==> src/htbi_pkg.sv <==
// Shared types and constants of the tension/bias Hermite interpolator.
`timescale 1ns / 1ps
`default_nettype none
package htbi_pkg;

   localparam int SAMPLE_W  = 32;   // signed sample word
   localparam int FRAC_W    = 17;   // unsigned position word
   localparam int GAIN_W    = 18;   // signed tension and bias words
   localparam int DIFF_W    = 33;   // difference of two samples
   localparam int TANGENT_W = 36;   // rounded tangent, in sample units

   // Pipeline stage indexes
   localparam int ST_PREP   = 0;    // clamp, differences, gain products, t*t
   localparam int ST_GAIN   = 1;    // rounded gains and t^2
   localparam int ST_PROD   = 2;    // tangent products and t^2*t
   localparam int ST_TAN    = 3;    // rounded tangents and t^3
   localparam int ST_WEIGHT = 4;    // basis weights
   localparam int ST_BLEND  = 5;    // weight products
   localparam int ST_SUM    = 6;    // rounded sum
   localparam int ST_OUT    = 7;    // saturated result
   localparam int STAGES    = 8;

   typedef struct packed {
      logic [STAGES-1:0] load;
   } pipe_ctrl_type;

endpackage
`default_nettype wire

==> src/htbi_pipe_ctrl.sv <==
// Valid bits and per-stage load enables of the interpolator pipeline.
`timescale 1ns / 1ps
`default_nettype none
module htbi_pipe_ctrl (
   input  wire                   clock,
   input  wire                   reset,
   input  wire                   in_valid,
   output logic                  in_ready,
   output logic                  out_valid,
   input  wire                   out_ready,
   output htbi_pkg::pipe_ctrl_type ctrl
);

   logic [htbi_pkg::STAGES-1:0] valid_ff;
   logic [htbi_pkg::STAGES-1:0] valid_in;
   logic [htbi_pkg::STAGES-1:0] free;

   // A stage may load when it is empty or its word moves on this cycle
   always_comb begin
      free[htbi_pkg::STAGES-1] = !valid_ff[htbi_pkg::STAGES-1] || out_ready;
      for (int k = htbi_pkg::STAGES-2; k >= 0; k--) begin
         free[k] = !valid_ff[k] || free[k+1];
      end
      valid_in[0] = free[0] ? in_valid : valid_ff[0];
      for (int k = 1; k < htbi_pkg::STAGES; k++) begin
         valid_in[k] = free[k] ? valid_ff[k-1] : valid_ff[k];
      end
   end

   always_ff @(posedge clock) begin
      if (reset) begin
         valid_ff <= '0;
      end else begin
         valid_ff <= valid_in;
      end
   end

   assign ctrl.load = free;
   assign in_ready  = free[0];
   assign out_valid = valid_ff[htbi_pkg::STAGES-1];

endmodule
`default_nettype wire

==> config.mk <==
export PLATFORM = sky130hd
export DESIGN_NAME = htbi_pipe_ctrl
export DESIGN_NICKNAME = d
export VERILOG_FILES = /design/src/htbi_pkg.sv /design/src/htbi_pipe_ctrl.sv
export SDC_FILE = /design/constraint.sdc
export NUM_CORES = 1
export LEC_CHECK = 0
export ABC_AREA = 1
export BUFFER_PORTS_ARGS = -buffer_cell sky130_fd_sc_hd__buf_4
export CAP_MARGIN = 20
export CORE_AREA = 2 2 39 41
export DETAILED_ROUTE_END_ITERATION = 7
export DIE_AREA = 0 0 41 43
export PLACE_DENSITY = 0.56
export SLEW_MARGIN = 20
export SYNTH_ARGS = -nofsm -noshare
export SYNTH_HDL_FRONTEND = slang
export SYNTH_SLANG_ARGS = --single-unit
==> constraint.sdc <==
create_clock -name clock -period 1.05 [get_ports clock]
set_input_delay 0.1575 -clock clock [delete_from_list [all_inputs] [get_ports clock]]
set_output_delay 0.1575 -clock clock [all_outputs]
set_load 0.005 [all_outputs]
Yosys cells after proc, flatten, opt, wreduce, memory -nomap -nowiden

Index checks and enable logic that the tools add are counted.

Output and inout bits: 10
Memories kept: 0
Word-level logic and storage cells: 24
Input bits: 4
RAM bits: 0
Flip-flop bits (word level): 8
Latch bits: 0
Bits in read-only memories: 0

Add/subtract/negate cells: 0
Magnitude comparators: 0
Bitwise gates (word level): 0
Reduce and logical (&&, ||, !) cells: 16
Multiply operators: 0
Eq/ne operators: 0
Shift operators: 0
Muxes and demuxes: 0
Divide/modulo/power cells: 0

Operators by type and width:

| kind              | count |
|---|---|
| 1-bit logical NOT | 8 |
| 1-bit logical OR  | 8 |

Longest topological paths before layout

Depth in word-level cells: 9
Gate-level depth with buffers: 5

Worst setup path after synthesis

Ideal clock, no wire load.

Kind: register to output
Start point: register valid_ff[7] in the netlist's numbering
End point: output port ctrl[0] in the netlist's numbering
Setup slack: -0.182 ns
Buffers on the path: 1
Cell stages (with the launch flop): 5
Arrival: 1.075 ns
Path through: dfxtp_1 nand4_4 nor3_4 nand4_2 buf_4

RTL lines:

| element                | line                 | text |
|---|---|---|
| from (decl)            | htbi_pipe_ctrl.sv:14 | `logic [htbi_pkg::STAGES-1:0] valid_ff;` |
| from (signal assigned) | htbi_pipe_ctrl.sv:34 | `valid_ff <= valid_in;` |
| to (decl)              | htbi_pipe_ctrl.sv:11 | `output htbi_pkg::pipe_ctrl_type ctrl` |

==> results.cfg <==
[logic_synthesis]
synth_cells = 37
yosysUniqueCellTypes = 14
syn-cell-area_um2 = 332
ys_ff_latch = 8
synth-adder-area-share_pct = 0
synth_nets = 41
synth_compound_area_share_pct = 11.7
synthMuxAreaShare_pct = 0
synth_xor_area_share_pct = 0
synthesis.yosys.warnings = 0
postSynthAreaPerCell_um2 = 8.96
synth_top_family_by_area = simple AND/OR/NAND/NOR gates
synth_simple_gate_area_share_pct = 25.3
ys_seq_area_share_pct = 48.3

[final_layout]
regMostFlops = valid_ff
layout.nets = 70
syn_to_final_growth_pct = 91.7
largest_reg_flops = 8
diodes = 0
reg_top3 = valid_ff (8)
final_area_um2 = 636
drive_gt1_share_pct = 73.4

[die]
die_w_um = 41
fp-row-count = 14
io_pins = 14
start_util_pct = 24.0
core_area_mm2 = 0.00138
design.die.area_mm2 = 0.00176
die_y_um = 43

[timing]
tightest_slew_ps = 210
period_needed_ps = 1410
rsz0062_at_grt = true
layout_setup_ws_ps = -357
whs_ps = 136
report.final.setup_viol = 11
skew_ps = 1.52
timing.final.crit_share_pct = 134
slew_viol_final = 0
timing.fmax_mhz = 711
final-hold-violation-count = 0
slew_headroom_pct = 86.0

[placed_design]
routabilityCongestion = 0.716
io_buffers = 13
post-place-ws_ps = -186
dpl.hpwl_um = 549
dpl_cell_area_um2 = 493

[cts]
clock-sinks = 8
clock_path_buffers = 2
numCtsBuffers = 3
worstSkewPairLatency_ps = 250
cts-root-buf = clkbuf_4
htreeDepth = 1
path_clk_slew_ps = 50
tritoncts = built

[pwr]
peakVddDrop_mv = 0.536
power_density_mw_per_mm2 = 912
leakagePower_nw = 0.283

[route]
ant_nets = 0
drt_iter0_markers = 0
drc = 0
vias = 325
dr.pass1.iters = 1
wire_per_inst_um = 9.31
wirelength_um = 745
drt-vias-per-instance = 4.06

[global_route]
grt_pass1_wl_um = 1150
antenna_found_initial = 0
grt_overflow_total = 0
grt_max_degree = 9
grt_pass1_vias = 296
grt_use_total_pct = 10.3

[outcome]
violations = setup timing
outcome = finished, violations left

[worst_setup_path]
cp.arrival_ps = 1250
criticalPathCategory = reg -> out
path_max_fanout = 3
crit_required_ps = 890
critPathLaunchType = flip-flop
worst_setup_path_end_kind = output pin
reg2regPathDepth = 6

[worst_hold_path]
hp-class = in -> reg
min_path_cells = 2

[flow_run]
drv_cap = 0
-- cells in the final DEF (no fill, tap or decap), types with 3 or more instances in the layout --
cell type   n
buf_4      17
a21oi_2     3
dfxtp_1     5
inv_1       7
a21oi_1     4
clkbuf_4    3
buf_6       9
inv_2       3
dfxtp_2     3
-- final cells by class --
class | instances | area [um2]
fill | 140 | 748
multi-input combinational | 17 | 163
timing repair buffer | 26 | 229
tap | 16 | 20.0
inverter | 10 | 37.5
clock buffer | 3 | 22.5
sequential | 8 | 164
-- final timing paths --
kind | slack, ps | start | end
hold reg to reg | 470 | valid_ff[0] | valid_ff[1]
hold / removal | 140 | reset | valid_ff[0]
setup / recovery | -360 | valid_ff[5] | ctrl[3]
setup reg to reg | -180 | valid_ff[5] | valid_ff[0]
-- report_power, final --
group	switching, W	internal [W]	total [W]
sequential	0.00000539	0.000310	0.000315
combinational	0.0000171	0.0000156	0.0000327
clock	0.000101	0.000131	0.000232
total	0.000123	0.000456	0.000580
-- stage by stage --
| stage | power [W] | setup TNS, ps | utilization [%] | cells |
|---|---|---|---|---|
| 3_5_place_dp | 0.000350 | -956 | 35.6 | 71 |
| 2_1_floorplan | 0.000335 | -127 | - | 37 |
| 4_1_cts | 0.000589 | -2720 | 41.6 | 76 |
| 5_1_grt | 0.000611 | -3270 | 45.9 | 80 |
| 6_report | 0.000580 | -2560 | 45.9 | 80 |
| 3_3_place_gp | 0.000349 | -665 | 35.6 | 71 |
-- synthesized netlist by cell type --
cell type  count  area [um2]
nand3_1        1        5.00
nor3_4         1        16.3
clkbuf_1       1        3.75
inv_2          2        7.51
a21oi_2        1        8.76
buf_4          1        7.51
nand2_1        2        7.51
dfxtp_1        8         160
a21oi_1        6        30.0
nand3_2        1        10.0
nand4_2        1        12.5
inv_1          8        30.0
nor2_1         3        11.3
nand4_4        1        21.3
-- layer usage --
layer  GRT usage [%]  wire length [um]  vias to the layer above
li1                -                 -                      171
met1            9.84               305                      144
met2            15.9               383                       10
met3            4.71                56                        0
met4            8.00                 0                        0
met5               0                 0                        -
-- critical path, stage by stage, from the launching register on --
cell and delay, ps:
dfxtp_2 350, nand4_4 130, nor3_4 160, buf_6 140, buf_6 90, inv_2 30, buf_6 100
-- cells by family (layout without fill, tap and decap cells) --
kind of cell           after synthesis  in the layout
buffers and inverters               12             39
AOI/OAI and AO/OA                    7              7
and+or+nand+nor                     10             10
DFF                                  8              8
-- what timing repair did --
action,4_1_cts,5_1_grt
hold buffers,0,0
cloned,0,0
gates resized for setup,13,9
pin swaps,0,5
setup buffers,2,5
setup endpoints to repair,12,14
Power figures use the tool's default switching activity.
