### src/htbi_pkg.sv
// Shared types and constants of the tension/bias Hermite interpolator.
`timescale 1ns / 1ps
`default_nettype none
package htbi_pkg;

   localparam int SAMPLE_W  = 32;   // signed sample word
   localparam int FRAC_W    = 17;   // unsigned position word
   localparam int GAIN_W    = 18;   // signed tension and bias words
   localparam int DIFF_W    = 33;   // difference of two samples
   localparam int TANGENT_W = 36;   // rounded tangent, in sample units

   // Pipeline stage indexes
   localparam int ST_PREP   = 0;    // clamp, differences, gain products, t*t
   localparam int ST_GAIN   = 1;    // rounded gains and t^2
   localparam int ST_PROD   = 2;    // tangent products and t^2*t
   localparam int ST_TAN    = 3;    // rounded tangents and t^3
   localparam int ST_WEIGHT = 4;    // basis weights
   localparam int ST_BLEND  = 5;    // weight products
   localparam int ST_SUM    = 6;    // rounded sum
   localparam int ST_OUT    = 7;    // saturated result
   localparam int STAGES    = 8;

   typedef struct packed {
      logic [STAGES-1:0] load;
   } pipe_ctrl_type;

endpackage
`default_nettype wire

### src/htbi_basis.sv
// Powers of the position and the four cubic Hermite basis weights.
`timescale 1ns / 1ps
`default_nettype none
module htbi_basis #(
   parameter int FRAC_BITS = 16,
   parameter int WEIGHT_W  = 21
) (
   input  wire                               clock,
   input  htbi_pkg::pipe_ctrl_type           ctrl,
   input  wire [htbi_pkg::FRAC_W-1:0]        fraction,
   output logic signed [WEIGHT_W-1:0]        weight0,
   output logic signed [WEIGHT_W-1:0]        weight1,
   output logic signed [WEIGHT_W-1:0]        weight2,
   output logic signed [WEIGHT_W-1:0]        weight3
);

   localparam int TW = htbi_pkg::FRAC_W;
   localparam int QW = 2 * TW;
   localparam int HW = QW + 1;

   localparam logic [31:0]          ONE_U  = 32'(1) << FRAC_BITS;
   localparam logic [HW-1:0]        HALF_T = HW'(1) << (FRAC_BITS - 1);
   localparam logic signed [WEIGHT_W-1:0] ONE_A = WEIGHT_W'(1) << FRAC_BITS;

   logic [TW-1:0] t_in, t2_in, t3_in;
   logic [TW-1:0] t_ff [htbi_pkg::ST_TAN+1];
   logic [TW-1:0] t2_ff, t2_p_ff, t2_t_ff, t3_ff;
   logic [QW-1:0] tt_in, tt_ff, ttt_in, ttt_ff;
   logic [HW-1:0] t2_full, t3_full;
   logic signed [WEIGHT_W-1:0] tw, t2w, t3w;
   logic signed [WEIGHT_W-1:0] w0_in, w1_in, w2_in, w3_in;
   logic signed [WEIGHT_W-1:0] w0_ff, w1_ff, w2_ff, w3_ff;

   // Position above one counts as one
   always_comb begin
      t_in  = ({{(32-TW){1'b0}}, fraction} > ONE_U) ? ONE_U[TW-1:0] : fraction;
      tt_in = QW'(t_in) * QW'(t_in);
   end

   always_comb begin
      t2_full = {1'b0, tt_ff} + HALF_T;
      t2_in   = TW'(t2_full >> FRAC_BITS);
      ttt_in  = QW'(t2_ff) * QW'(t_ff[htbi_pkg::ST_GAIN]);
      t3_full = {1'b0, ttt_ff} + HALF_T;
      t3_in   = TW'(t3_full >> FRAC_BITS);
   end

   always_comb begin
      tw    = WEIGHT_W'(t_ff[htbi_pkg::ST_TAN]);
      t2w   = WEIGHT_W'(t2_t_ff);
      t3w   = WEIGHT_W'(t3_ff);
      w0_in = (t3w <<< 1) - ((t2w <<< 1) + t2w) + ONE_A;
      w1_in = t3w - (t2w <<< 1) + tw;
      w2_in = t3w - t2w;
      w3_in = ((t2w <<< 1) + t2w) - (t3w <<< 1);
   end

   always_ff @(posedge clock) begin
      if (ctrl.load[htbi_pkg::ST_PREP]) begin
         t_ff[htbi_pkg::ST_PREP] <= t_in;
         tt_ff <= tt_in;
      end
      if (ctrl.load[htbi_pkg::ST_GAIN]) begin
         t2_ff <= t2_in;
      end
      if (ctrl.load[htbi_pkg::ST_PROD]) begin
         ttt_ff  <= ttt_in;
         t2_p_ff <= t2_ff;
      end
      if (ctrl.load[htbi_pkg::ST_TAN]) begin
         t3_ff   <= t3_in;
         t2_t_ff <= t2_p_ff;
      end
      for (int k = 1; k <= htbi_pkg::ST_TAN; k++) begin
         if (ctrl.load[k]) begin
            t_ff[k] <= t_ff[k-1];
         end
      end
      if (ctrl.load[htbi_pkg::ST_WEIGHT]) begin
         w0_ff <= w0_in;
         w1_ff <= w1_in;
         w2_ff <= w2_in;
         w3_ff <= w3_in;
      end
   end

   assign weight0 = w0_ff;
   assign weight1 = w1_ff;
   assign weight2 = w2_ff;
   assign weight3 = w3_ff;

endmodule
`default_nettype wire

### config.mk
export PLATFORM = sky130hd
export DESIGN_NAME = htbi_basis
export DESIGN_NICKNAME = d
export VERILOG_FILES = /design/src/htbi_pkg.sv /design/src/htbi_basis.sv
export SDC_FILE = /design/constraint.sdc
export NUM_CORES = 1
export LEC_CHECK = 0
export BUFFER_PORTS_ARGS = -buffer_cell sky130_fd_sc_hd__buf_2
export CAP_MARGIN = 0
export CORE_MARGIN = 2
export CORE_UTILIZATION = 55
export CTS_CLUSTER_DIAMETER = 30
export DETAILED_ROUTE_END_ITERATION = 8
export PLACE_DENSITY = 0.84
export SYNTH_ARGS = -nofsm -noshare
export SYNTH_HDL_FRONTEND = slang
export SYNTH_SLANG_ARGS = --single-unit
### constraint.sdc
create_clock -name clock -period 8.72 [get_ports clock]
set_input_delay 0 -clock clock [delete_from_list [all_inputs] [get_ports clock]]
set_output_delay 0 -clock clock [all_outputs]
set_load 0.03 [all_outputs]
# == Word level (Yosys, flattened, before mapping) ==
# Memories as Yosys holds them, arrays and structs flattened.
# Cells that the tools add are included.
# classes
n_lt_le_gt_ge,1
muxes,9
mul,2
n_addsub,9
# ops
cell,n
$add 33x16->33 const B,2
$mul 17x17->33,2
$add 21x18->21 const B,1
$sub 19x21->21,1
$add 19x18->20,1
$sub 19x18->20,1
$add 18x17->19,1
$sub 17x18->19,1
$sub 17x17->18,1
$gt 17x17->1 const B,1
$mux 17,1
$mux 1,8
# totals
ramBits,68
input_bits,26
ff_bits,218
mem_count,1
wordCells,32
output_inout_bits,84
# memory_table
memory,depth,word_bits,read_ports,rd_ports_with_merged_regs,write_ports,line,text
t_ff,4,17,4,0,4,htbi_basis.sv:26,logic [TW-1:0] t_ff [htbi_pkg::ST_TAN+1];

# == Longest topological paths before layout ==
# Gate-level depths: netlist of the first run.
# depth
ltp_word,3
ltp_mapped,32
ltp_nobuf,29

# == Worst setup path after synthesis of the first run ==
# No wires, ideal clock.
# synth_path
kind,input to register
start,in fraction[5] (netlist bit)
end,"reg tt_ff[31], data pin"
t_arrival_ns,6.560
path_buffers,3
path_stages,30
required_time_ns,8.458
slack_ns,1.898
setup_time_ns,0.262
path_cell_list,clkbuf_1 -> nor4_1 -> nand4_1 -> nand2_1 -> clkbuf_1 -> and2_1 -> clkbuf_1 -> nand2_1 -> fa_1 -> inv_1 -> fa_1 -> inv_1 -> fa_1 -> inv_1 -> fa_1 -> fa_1 -> inv_1 -> fa_1 -> inv_1 -> ha_1 -> nand4_1 -> a211oi_1 -> nor2_1 -> a21oi_1 -> or4_4 -> a31oi_4 -> o31ai_1 -> a211oi_1 -> o21bai_1 -> xor2_1
# synth_between
elab_chain_len,3
# synth_rtl
item,line,text
"start, declared",htbi_basis.sv:10,"input wire [htbi_pkg::FRAC_W-1:0] fraction,"
$gt 17x17->1,htbi_basis.sv:36,"t_in = ({{(32-TW){1'b0}}, fraction} > ONE_U) ? ONE_U[TW-1:0] : fraction;"
$mux 17,htbi_basis.sv:36,
named net t_in[7],htbi_basis.sv:25,"logic [TW-1:0] t_in, t2_in, t3_in;"
$mul 17x17->33,htbi_basis.sv:37,tt_in = QW'(t_in) * QW'(t_in);
named net tt_in[31],htbi_basis.sv:28,"logic [QW-1:0] tt_in, tt_ff, ttt_in, ttt_ff;"
"end signal, assigned",htbi_basis.sv:61,tt_ff <= tt_in;
"end, declared",htbi_basis.sv:28,
# The timed path passes the listed nets, and every way through them passes these cells.
# A chain may end at the register's enable or synchronous reset.

# == Worst setup path after layout of the first run ==
# layout_path
start,reg t2_ff[7]
end,"reg ttt_ff[32], data pin"
# layout_between
elab_chain_len,1
# layout_rtl
item,line,text
"start, declared",htbi_basis.sv:27,"logic [TW-1:0] t2_ff, t2_p_ff, t2_t_ff, t3_ff;"
"start signal, assigned",htbi_basis.sv:64,t2_ff <= t2_in;
$mul 17x17->33,htbi_basis.sv:43,ttt_in = QW'(t2_ff) * QW'(t_ff[htbi_pkg::ST_GAIN]);
named net ttt_in[32],htbi_basis.sv:28,
"end signal, assigned",htbi_basis.sv:67,ttt_ff <= ttt_in;
"end, declared",htbi_basis.sv:28,
# The timed path passes the listed nets, and every way through them passes these cells.

==> results of run 1 <==
[metrics by stage]
step,std cells,cell area (µm²)
after global routing,3666,32100
after floorplan,2846,29200
after detailed placement,3575,30400
after global placement,3575,30400
final,3666,32100
after CTS,3666,32100
[registers in the layout, summed over array words and instances (netlist names), 18 cells and up]
name / cells
t_ff: 67
tt_ff: 19
ttt_ff: 18
weight0: 21
weight1: 20
weight2: 18
weight3: 19
[cell families (layout without fill, tap and decap cells)]
group,count (synthesis),count (layout)
multiplexers,2,2
AND/OR/NAND/NOR,724,724
XOR/XNOR,153,153
AO/OA/AOI/OAI,273,273
other,2,23
adder cells (fa/ha/maj),738,738
buffers and inverters,683,815
flip-flops,250,250
[layout by cell type (no fill, tap or decap), types with 7 or more instances in the layout]
master,instances
nand2_1,325
nand2b_1,9
clkinv_4,7
o21ai_0,57
ha_1,323
buf_4,21
edfxtp_1,250
nand4_1,13
xnor2_1,109
a21oi_1,58
a21o_1,39
nor2b_1,21
a31oi_1,9
buf_2,105
clkbuf_16,49
nand3_1,28
fa_1,415
o21a_1,26
conb_1,23
a211oi_1,11
inv_1,598
nor4_1,7
nor3_1,28
o21bai_1,14
inv_6,12
a21boi_0,7
and2_1,111
and3_1,60
nor2_1,98
xor2_1,44
[area by class of cell]
cell class / instances / area, µm² / area share (%)
Sequential cell: 250 / 7510 / 23.4
Clock buffer: 51 / 1230 / 3.85
Clock inverter: 38 / 393 / 1.23
Timing Repair Buffer: 128 / 703 / 2.19
Multi-Input combinational cell: 1913 / 19100 / 59.6
Tap cell: 688 / 861 / 2.69
Inverter: 598 / 2240 / 7.00
[worst max-delay path: cells and delay by family, from the launching register on]
| kind | cells | cell delay (ns) |
|---|---|---|
| AO/OA/AOI/OAI | 7 | 1.62 |
| XOR/XNOR | 1 | 0.07 |
| adder cells (fa/ha/maj) | 7 | 3.41 |
| buffers and inverters | 5 | 0.27 |
| flip-flops | 1 | 0.89 |
| AND/OR/NAND/NOR | 3 | 0.74 |
[timing repair]
| item | 4_1_cts | 5_1_grt |
|---|---|---|
| setup buffers | 0 | 0 |
| hold buffers | 2 | 0 |
| hold endpoints to repair | 10 | 0 |
[layer usage]
metal | part of all wire, % | track usage [%] | vias up
li1 | - | - | 9190
met1 | 39 | 28.3 | 9819
met2 | 50 | 41.6 | 759
met3 | 7.0 | 4.49 | 199
met4 | 3.9 | 9.83 | 0
met5 | 0 | 0 | -
[how the worst max path moves through the flow]
stage / cells past startpoint / from / slack, ns / to
after global placement: 27 / fraction[14] / 1.28 / tt_ff[31]$_DFFE_PP_
after global routing: 23 / t2_ff[7]$_DFFE_PP_ / 1.19 / ttt_ff[32]$_DFFE_PP_
after CTS: 23 / t2_ff[7]$_DFFE_PP_ / 1.47 / ttt_ff[32]$_DFFE_PP_
after floorplan: 30 / fraction[5] / 1.90 / tt_ff[31]$_DFFE_PP_
after detailed placement: 27 / fraction[14] / 1.22 / tt_ff[31]$_DFFE_PP_
final: 23 / t2_ff[7]$_DFFE_PP_ / 1.45 / ttt_ff[32]$_DFFE_PP_
==> results.yml, run 1 <==
setup_path:
  crit_type: "reg -> reg"
  worst_setup_path_start_kind: "flop"
  r2r_end: "ttt_ff[32]$_DFFE_PP_"
  slowest_delay_ns: 0.89
  rrSetupSlack_ns: 1.45
  crit_path_cell_trace: "nand2_1 > fa_1 > inv_1 > fa_1 > inv_1 > fa_1 > inv_1 > fa_1 > inv_1 > fa_1 > inv_1 > fa_1 > ha_1 > or3_1 > a221oi_2 > or2_1 > o22ai_2 > o41ai_4 > o221ai_2 > a21o_1 > a21o_1 > a21oi_2 > xnor2_1"
  path_common_cell: "fa_1"
  rr_startpoint: "t2_ff[7]$_DFFE_PP_"
  worstPathArrival_ns: 7.60
  crit_required_ns: 9.05
  cp_slowest_cell: "edfxtp_1"
  cp_max_fo: 18
  reg2regPathDepth: 23
  endpoint_kind: "flop"
detailed_routing:
  wirelength_um: 61100
  drc: 0
  first_pass_iters: 6
  postRouteAntennaNets: 0
  vias_per_cell: 5.45
  routedWlPerCell_um: 16.7
  route.vias.total: 19967
  drt-initial-drc-count: 1205
min_path:
  min_path_cells: 3
  hold_class: "in -> reg"
  hold_start: "fraction[0]"
  min_delay_worst_endpoint: "tt_ff[0]$_DFFE_PP_"
run_status:
  status: "finished clean"
logic_synthesis:
  syn-instance-count: 2825
  yosys.area_share.adder_pct: 42.4
  synth.mux.area_fraction_pct: 0.0730
  synth_edf_count: 250
  synthMostInstantiatedCell: "inv_1"
  yosys.area.top_type: "fa_1"
  syn_area_um2: 29100
  ys_seq_elements: 250
  synth_compound_area_share_pct: 6.48
  synth_simple_gate_area_share_pct: 11.8
  synth.avg_cell_area_um2: 10.3
  synth_top_family_by_area: "adder cells"
  synthFlopType: "edfxtp_1"
  synth_xor_area_share_pct: 4.60
  ys_seq_area_share_pct: 25.8
  yosys-top-cells-count: "inv_1, fa_1, nand2_1"
  synth_cell_type_count: 69
  yosys-top-cells-area: "fa_1, edfxtp_1, ha_1, inv_1, nand2_1"
  yosysWarnings: 0
  async_flop_share_pct: 0
  synth_top_area_share_pct: 28.5
cells_and_area:
  nets: 3703
  fin_util_pct: 61.1
  syn_to_final_growth_pct: 10.1
  diodes: 0
  drive_above_1_share_pct: 7.72
  fillers: 3963
floorplanning:
  fp-row-count: 84
  core_area_um2: 52400
  die-height_um: 234
  die_w_um: 234
  initial_core_util_pct: 55.5
  dieArea_um2: 54800
  ioPinCount: 110
placement:
  gp_congestion: 0.888
  dp_slack_ns: 1.22
  port_buffers: 106
  hpwl_um: 47300
timing:
  tightest_slew_ns: 1.11
  max_freq_ghz: 0.138
  setup_ws_ns: 1.45
  finalCriticalPeriod_ns: 7.27
  setup_viol: 0
  grt_setup_unrepaired: "false"
  hold_viol: 0
  holdWs_ns: 0.0303
  fin_skew_ns: 0.0178
  timing.final.max_slew_violations: 0
  finalSetupTns_ns: 0
  max_slew_margin_pct: 25.8
  fin_crit_sh_pct: 83.4
clock_network:
  cts_buffers: 48
  cts-root-buf: "clkbuf_16"
  clkTransAtPathRegs_ns: 0.05
  h-tree-depth: 2
  cts_resized: 0
  insertion_delay_ns: 0.59
  clock_sinks: 250
  cts_max_path_buffers: 3
  cts_tree: "built"
flow_run:
  maxCapViolations: 0
global_route:
  overflow: 0
  grt_max_degree: 79
  grt_pass1_vias: 21573
  grtUsageTotal_pct: 23.6
  grt_pass1_wl_um: 103000
  antenna_found_initial: 0
Power of run 1 is not shown: default switching activity piles up to over one toggle a cycle in this logic, so the estimate is an artifact.
==> inputs of run 2 (changes only) <==
--- a/config.mk
+++ b/config.mk
@@ -11,7 +11,7 @@
 export CORE_UTILIZATION = 55
 export CTS_CLUSTER_DIAMETER = 30
 export DETAILED_ROUTE_END_ITERATION = 8
-export PLACE_DENSITY = 0.84
+export PLACE_DENSITY = 0.87
 export SYNTH_ARGS = -nofsm -noshare
 export SYNTH_HDL_FRONTEND = slang
 export SYNTH_SLANG_ARGS = --single-unit
==> constraint.sdc (replaced) <==
create_clock -name clock -period 6.1 [get_ports clock]
set_input_delay 0 -clock clock [delete_from_list [all_inputs] [get_ports clock]]
set_output_delay 0 -clock clock [all_outputs]
set_load 0.03 [all_outputs]
==> run 2 against run 1 <==
  * Maximum frequency grew 6.2%
  * Critical endpoint unchanged
  * First-iteration DRC count grew 37%
  * Non-clock buffer count grew 235
  * Routed wire length grew 26%
  * Via count grew 12%
  * Final cell count grew 6.1%
  * Hold slack lost 0.0057 ns
  * Clock skew shrank 0.0048 ns
  * Largest cell class unchanged
  * Register-to-register slack lost 2.2 ns
  * Critical path depth grew 1
  * The run now ends with setup timing left
  * Clock-buffer cell count shrank 1
  * Worst setup slack lost 2.2 ns
  * Highest routed layer unchanged
==> results.yml, run 2 (synthesis gave the netlist of run 1 again) <==
run_status:
  status: "finished, violations left"
  failed_checks: "setup timing"
global_route:
  grt_pass1_vias: 23370
  grt_pass1_wl_um: 114000
  grt_max_degree: 79
  grtUsageTotal_pct: 26.2
  antenna_found_initial: 0
  overflow: 0
setup_path:
  setup.worst_path.start: "t2_ff[6]$_DFFE_PP_"
  reg2regPathDepth: 24
  worst_setup_path_start_kind: "flop"
  cp_max_fo: 4
  rr_startpoint: "t2_ff[6]$_DFFE_PP_"
  r2r_end: "ttt_ff[32]$_DFFE_PP_"
  crit_type: "reg -> reg"
  crit_end: "ttt_ff[32]$_DFFE_PP_"
  endpoint_kind: "flop"
  rrSetupSlack_ns: -0.75
  crit_required_ns: 6.42
  worstPathArrival_ns: 7.17
detailed_routing:
  drc: 0
  vias_per_cell: 5.73
  wirelength_um: 77100
  postRouteAntennaNets: 0
  routedWlPerCell_um: 19.8
  route.vias.total: 22301
  first_pass_iters: 6
  drt-initial-drc-count: 1655
flow_run:
  maxCapViolations: 0
clock_network:
  cts_tree: "built"
  insertion_delay_ns: 0.57
  cts_max_path_buffers: 3
  cts-root-buf: "clkbuf_16"
  cts_buffers: 43
  clkTransAtPathRegs_ns: 0.05
  clock_sinks: 250
  h-tree-depth: 2
cells_and_area:
  fillers: 3471
  syn_to_final_growth_pct: 18.2
  multi_input_area_um2: 19800
  layout_commonest_cell: "inv_1"
  fin_area_um2: 34400
  largest_reg_flops: 67
  mostFrequentLayoutCells: "inv_1, fa_1, nand2_1"
  nets: 3934
  drive_above_1_share_pct: 17.4
  diodes: 0
  seq_area_um2: 7510
  regMostFlops: "t_ff"
timing:
  grt_setup_unrepaired: "true"
  tightest_slew_ns: 1.18
  fin_crit_sh_pct: 112
  max_slew_margin_pct: 21.5
  max_freq_ghz: 0.146
  finalCriticalPeriod_ns: 6.85
  hold_viol: 0
  fin_skew_ns: 0.0130
  timing.final.max_slew_violations: 0
  setup_ws_ns: -0.747
  setup_viol: 19
min_path:
  hold_class: "in -> reg"
floorplanning:
  dieArea_um2: 54800
  die_w_um: 234
  ioPinCount: 110
  core_area_um2: 52400
  fp-row-count: 84
  die-height_um: 234
  initial_core_util_pct: 55.5
placement:
  gp_congestion: 0.911
  port_buffers: 106
  placed_area_um2: 31900
  hpwl_um: 52600
run 2: cell types whose count changed in the layout (fill, tap and decap cells not counted), sizes merged:
| cell | change |
|---|---|
| buf | +236 |
| inv | -10 |
| clkinv | -5 |
| bufinv | +4 |
| clkbuf | -1 |
| clkinvlp | -1 |
| dlygate4sd3 | -1 |
| nand2 | +1 |
run 2: worst min path at each step:
stage | from | to | slack (ns) | cells after the start
global route | ctrl[1] | t_ff[1][0]$_DFFE_PP_ | 0.07 | 1
CTS | ctrl[1] | t_ff[1][0]$_DFFE_PP_ | 0.02 | 1
finish | ctrl[1] | t_ff[1][0]$_DFFE_PP_ | 0.02 | 1
floorplan | ctrl[1] | t2_ff[0]$_DFFE_PP_ | 0.11 | 0
global placement | t2_p_ff[16]$_DFFE_PP_ | t2_t_ff[16]$_DFFE_PP_ | 0.40 | 0
detailed placement | t2_p_ff[5]$_DFFE_PP_ | t2_t_ff[5]$_DFFE_PP_ | 0.40 | 0
run 2: timing repair:
item                                    in CTS  in global routing
endpoints found under the hold margin        1                  0
pin swaps                                   43                 73
cloned                                       1                  0
endpoints found under the setup margin      16                 23
buffers inserted                            29                 29
hold buffers                                 1                  0
resized for setup                           51                 90
run 2: critical path: stages, from the launching register on:
cell and delay, ns:
edfxtp_1 0.45, buf_6 0.17, buf_6 0.12, buf_4 0.13, nand2_1 0.09, fa_1 0.46, fa_2 0.56, inv_1 0.06
ha_1 0.33, fa_1 0.57, inv_2 0.05, fa_1 0.51, inv_2 0.05, fa_2 0.60, ha_4 0.23, o21a_1 0.14
o21a_1 0.24, o211ai_1 0.35, o22ai_4 0.16, o41ai_4 0.37, o221ai_2 0.19, a21o_1 0.25, a21o_1 0.24, a21oi_2 0.21
xnor2_1 0.08
run 2: stage by stage:
| step | hold slack [ns] | cells | util (%) | setup WS [ns] | TNS (ns) |
|---|---|---|---|---|---|
| after detailed placement | 0.405 | 3758 | 60.9 | -0.744 | -8.85 |
| after global placement | 0.401 | 3758 | 60.9 | -0.533 | -4.88 |
| final | 0.0247 | 3889 | 65.6 | -0.747 | -5.45 |
| after global routing | 0.0701 | 3889 | 65.6 | -0.801 | -6.78 |
| after CTS | 0.0183 | 3865 | 64.6 | -0.327 | -1.61 |
| after floorplan | 0.112 | 2846 | - | -0.203 | -0.373 |
run 2: routing by layer:
layer | track usage [%] | part of all wire (%) | vias to the layer above
li1 | - | - | 9650
met1 | 29.5 | 34 | 10865
met2 | 49.0 | 52 | 1330
met3 | 3.62 | 8.0 | 456
met4 | 12.1 | 6.3 | 0
met5 | 0 | 0 | -
run 2: layout make-up:
| type | instances | share of cell area (%) |
|---|---|---|
| Tap cell | 688 | 2.50 |
| Multi-Input combinational cell | 1914 | 57.4 |
| Sequential cell | 250 | 21.8 |
| Timing Repair Buffer | 363 | 7.49 |
| Clock buffer | 50 | 3.20 |
| Inverter | 598 | 6.52 |
| Clock inverter | 26 | 1.09 |
Power of run 2 is left out for the same reason.
==> inputs of run 3 (changes only) <==
--- a/config.mk
+++ b/config.mk
@@ -7,11 +7,14 @@
 export LEC_CHECK = 0
 export BUFFER_PORTS_ARGS = -buffer_cell sky130_fd_sc_hd__buf_2
 export CAP_MARGIN = 0
+export CELL_PAD_IN_SITES_DETAIL_PLACEMENT = 1
+export CELL_PAD_IN_SITES_GLOBAL_PLACEMENT = 1
 export CORE_MARGIN = 2
-export CORE_UTILIZATION = 55
+export CORE_UTILIZATION = 47
 export CTS_CLUSTER_DIAMETER = 30
+export CTS_CLUSTER_SIZE = 20
 export DETAILED_ROUTE_END_ITERATION = 8
-export PLACE_DENSITY = 0.87
+export PLACE_DENSITY = 0.91
 export SYNTH_ARGS = -nofsm -noshare
 export SYNTH_HDL_FRONTEND = slang
 export SYNTH_SLANG_ARGS = --single-unit
==> run 3 against run 2 <==
  * The run ends with hold timing, setup timing left
  * Critical path depth up 1
  * Final cell count is 4.1% higher
  * Sequential share of layout area shrank 0.63 points
  * Register-to-register slack lost 0.47 ns
  * Maximum frequency down 6.5%
  * Hold slack got worse by 0.040 ns
  * Clock skew increased by 0.058 ns
  * Routed wire length increased by 64%
  * Clock-buffer cell count up 5
  * Worst setup slack lost 0.47 ns
  * Critical path type unchanged
==> results.yml, run 3 (synthesis gave the netlist of run 1 again) <==
timing:
  setup_ws_ns: -1.22
  max_freq_ghz: 0.137
  hold_viol: 14
  tightest_slew_ns: 1.40
  fin_crit_sh_pct: 120
  setup_viol: 30
  fin_skew_ns: 0.0709
  holdWs_ns: -0.0153
  timing.final.max_slew_violations: 0
  grt_setup_unrepaired: "true"
  max_slew_margin_pct: 6.82
  finalCriticalPeriod_ns: 7.32
setup_path:
  worst_setup_path_start_kind: "flop"
  crit_family: "adder cells"
  path_common_cell: "fa_1"
  crit_type: "reg -> reg"
  crit_required_ns: 6.44
  worstPathArrival_ns: 7.66
  cp_slowest_cell: "fa_1"
  endpoint_kind: "flop"
  slowest_delay_ns: 0.75
  cp_max_fo: 10
  critPathBufInv: 7
cells_and_area:
  drive_above_1_share_pct: 20.5
  seq_area_um2: 7510
  fillers: 6597
  stdcell_count: 4049
  fin_util_pct: 57.7
  regMostFlops: "t_ff"
  multi_input_area_um2: 20000
  largest_reg_flops: 67
  syn_to_final_growth_pct: 21.7
  layout_commonest_cell: "inv_1"
  mostFrequentLayoutCells: "inv_1, fa_1, nand2_1"
  nets: 3983
flow_run:
  maxCapViolations: 0
global_route:
  grt_max_degree: 79
  antenna_found_initial: 5
  overflow: 0
  grt_pass1_vias: 28354
  grt_pass1_wl_um: 170000
  grtUsageTotal_pct: 35.8
floorplanning:
  initial_core_util_pct: 47.4
  ioPinCount: 110
  dieArea_um2: 64000
  fp-row-count: 91
  die-height_um: 253
  core_area_um2: 61500
  die_w_um: 253
detailed_routing:
  drt-initial-drc-count: 2153
  routedWlPerCell_um: 31.2
  vias_per_cell: 6.19
  wirelength_um: 126000
  drc: 0
  first_pass_iters: 6
  postRouteAntennaNets: 0
  route.vias.total: 25059
placement:
  placed_cells: 3874
  dp_slack_ns: -1.10
  gp_congestion: 0.886
  hpwl_um: 72700
  port_buffers: 106
clock_network:
  cts-root-buf: "clkbuf_16"
  clkTransAtPathRegs_ns: 0.06
  cts_tree: "built"
  insertion_delay_ns: 0.67
  cts_max_path_buffers: 3
  h-tree-depth: 2
  clock_sinks: 250
  cts_buffers: 48
run_status:
  failed_checks: "hold timing, setup timing"
  status: "finished, violations left"
min_path:
  hold_class: "in -> reg"
[run 3: cell types whose count changed in the layout (fill, tap and decap cells not counted), sizes merged, moves of 3 or more]
cell | previous run | this run
buf | 362 | 406
clkinvlp | 1 | 4
clkinv | 10 | 17
clkbuf | 50 | 55
[run 3: layout make-up]
cell class                 instances  share of cell area, %
sequential                       250                   21.2
clock inverter                    34                   1.12
multi-input combinational       1914                   56.4
antenna                            1                0.00706
inverter                         598                   6.33
timing repair buffer             407                   8.66
tap                              790                   2.79
clock buffer                      55                   3.52
[run 3: final timing paths]
kind | startpoint | end | slack (ns) | depth (start not counted)
worst max-delay path | t2_ff[10]$_DFFE_PP_ | ttt_ff[27]$_DFFE_PP_ | -1.22 | 25
worst min register to register | t_ff[2][3]$_DFFE_PP_ | t_ff[3][3]$_DFFE_PP_ | 0.41 | 0
worst min-delay path | ctrl[1] | t2_ff[1]$_DFFE_PP_ | -0.02 | 1
worst max register to register | t2_ff[10]$_DFFE_PP_ | ttt_ff[27]$_DFFE_PP_ | -1.22 | 25
[run 3: layer usage]
metal	up-vias	share of wire (%)	GRT usage (%)
li1	9746	-	-
met1	12328	30	34.1
met2	1958	48	65.4
met3	1019	9.3	8.21
met4	8	12	29.8
met5	-	0.051	0
[run 3: stage by stage]
stage	instance area (µm²)	TNS, ns
after CTS	34700	-5.41
after detailed placement	32200	-15.90
after global placement	32200	-6.73
final	35500	-18.68
after floorplan	29600	-0.373
after global routing	35500	-24.80
[run 3: what timing repair did]
action                                  CTS  global route
hold buffers                              1             0
pin swaps                                66           118
hold endpoints to repair                  1             0
gates cloned                              1             0
endpoints found under the setup margin   27            31
gates resized for setup                 102           145
buffers inserted                         56            35
Power of run 3 is left out for the same reason.
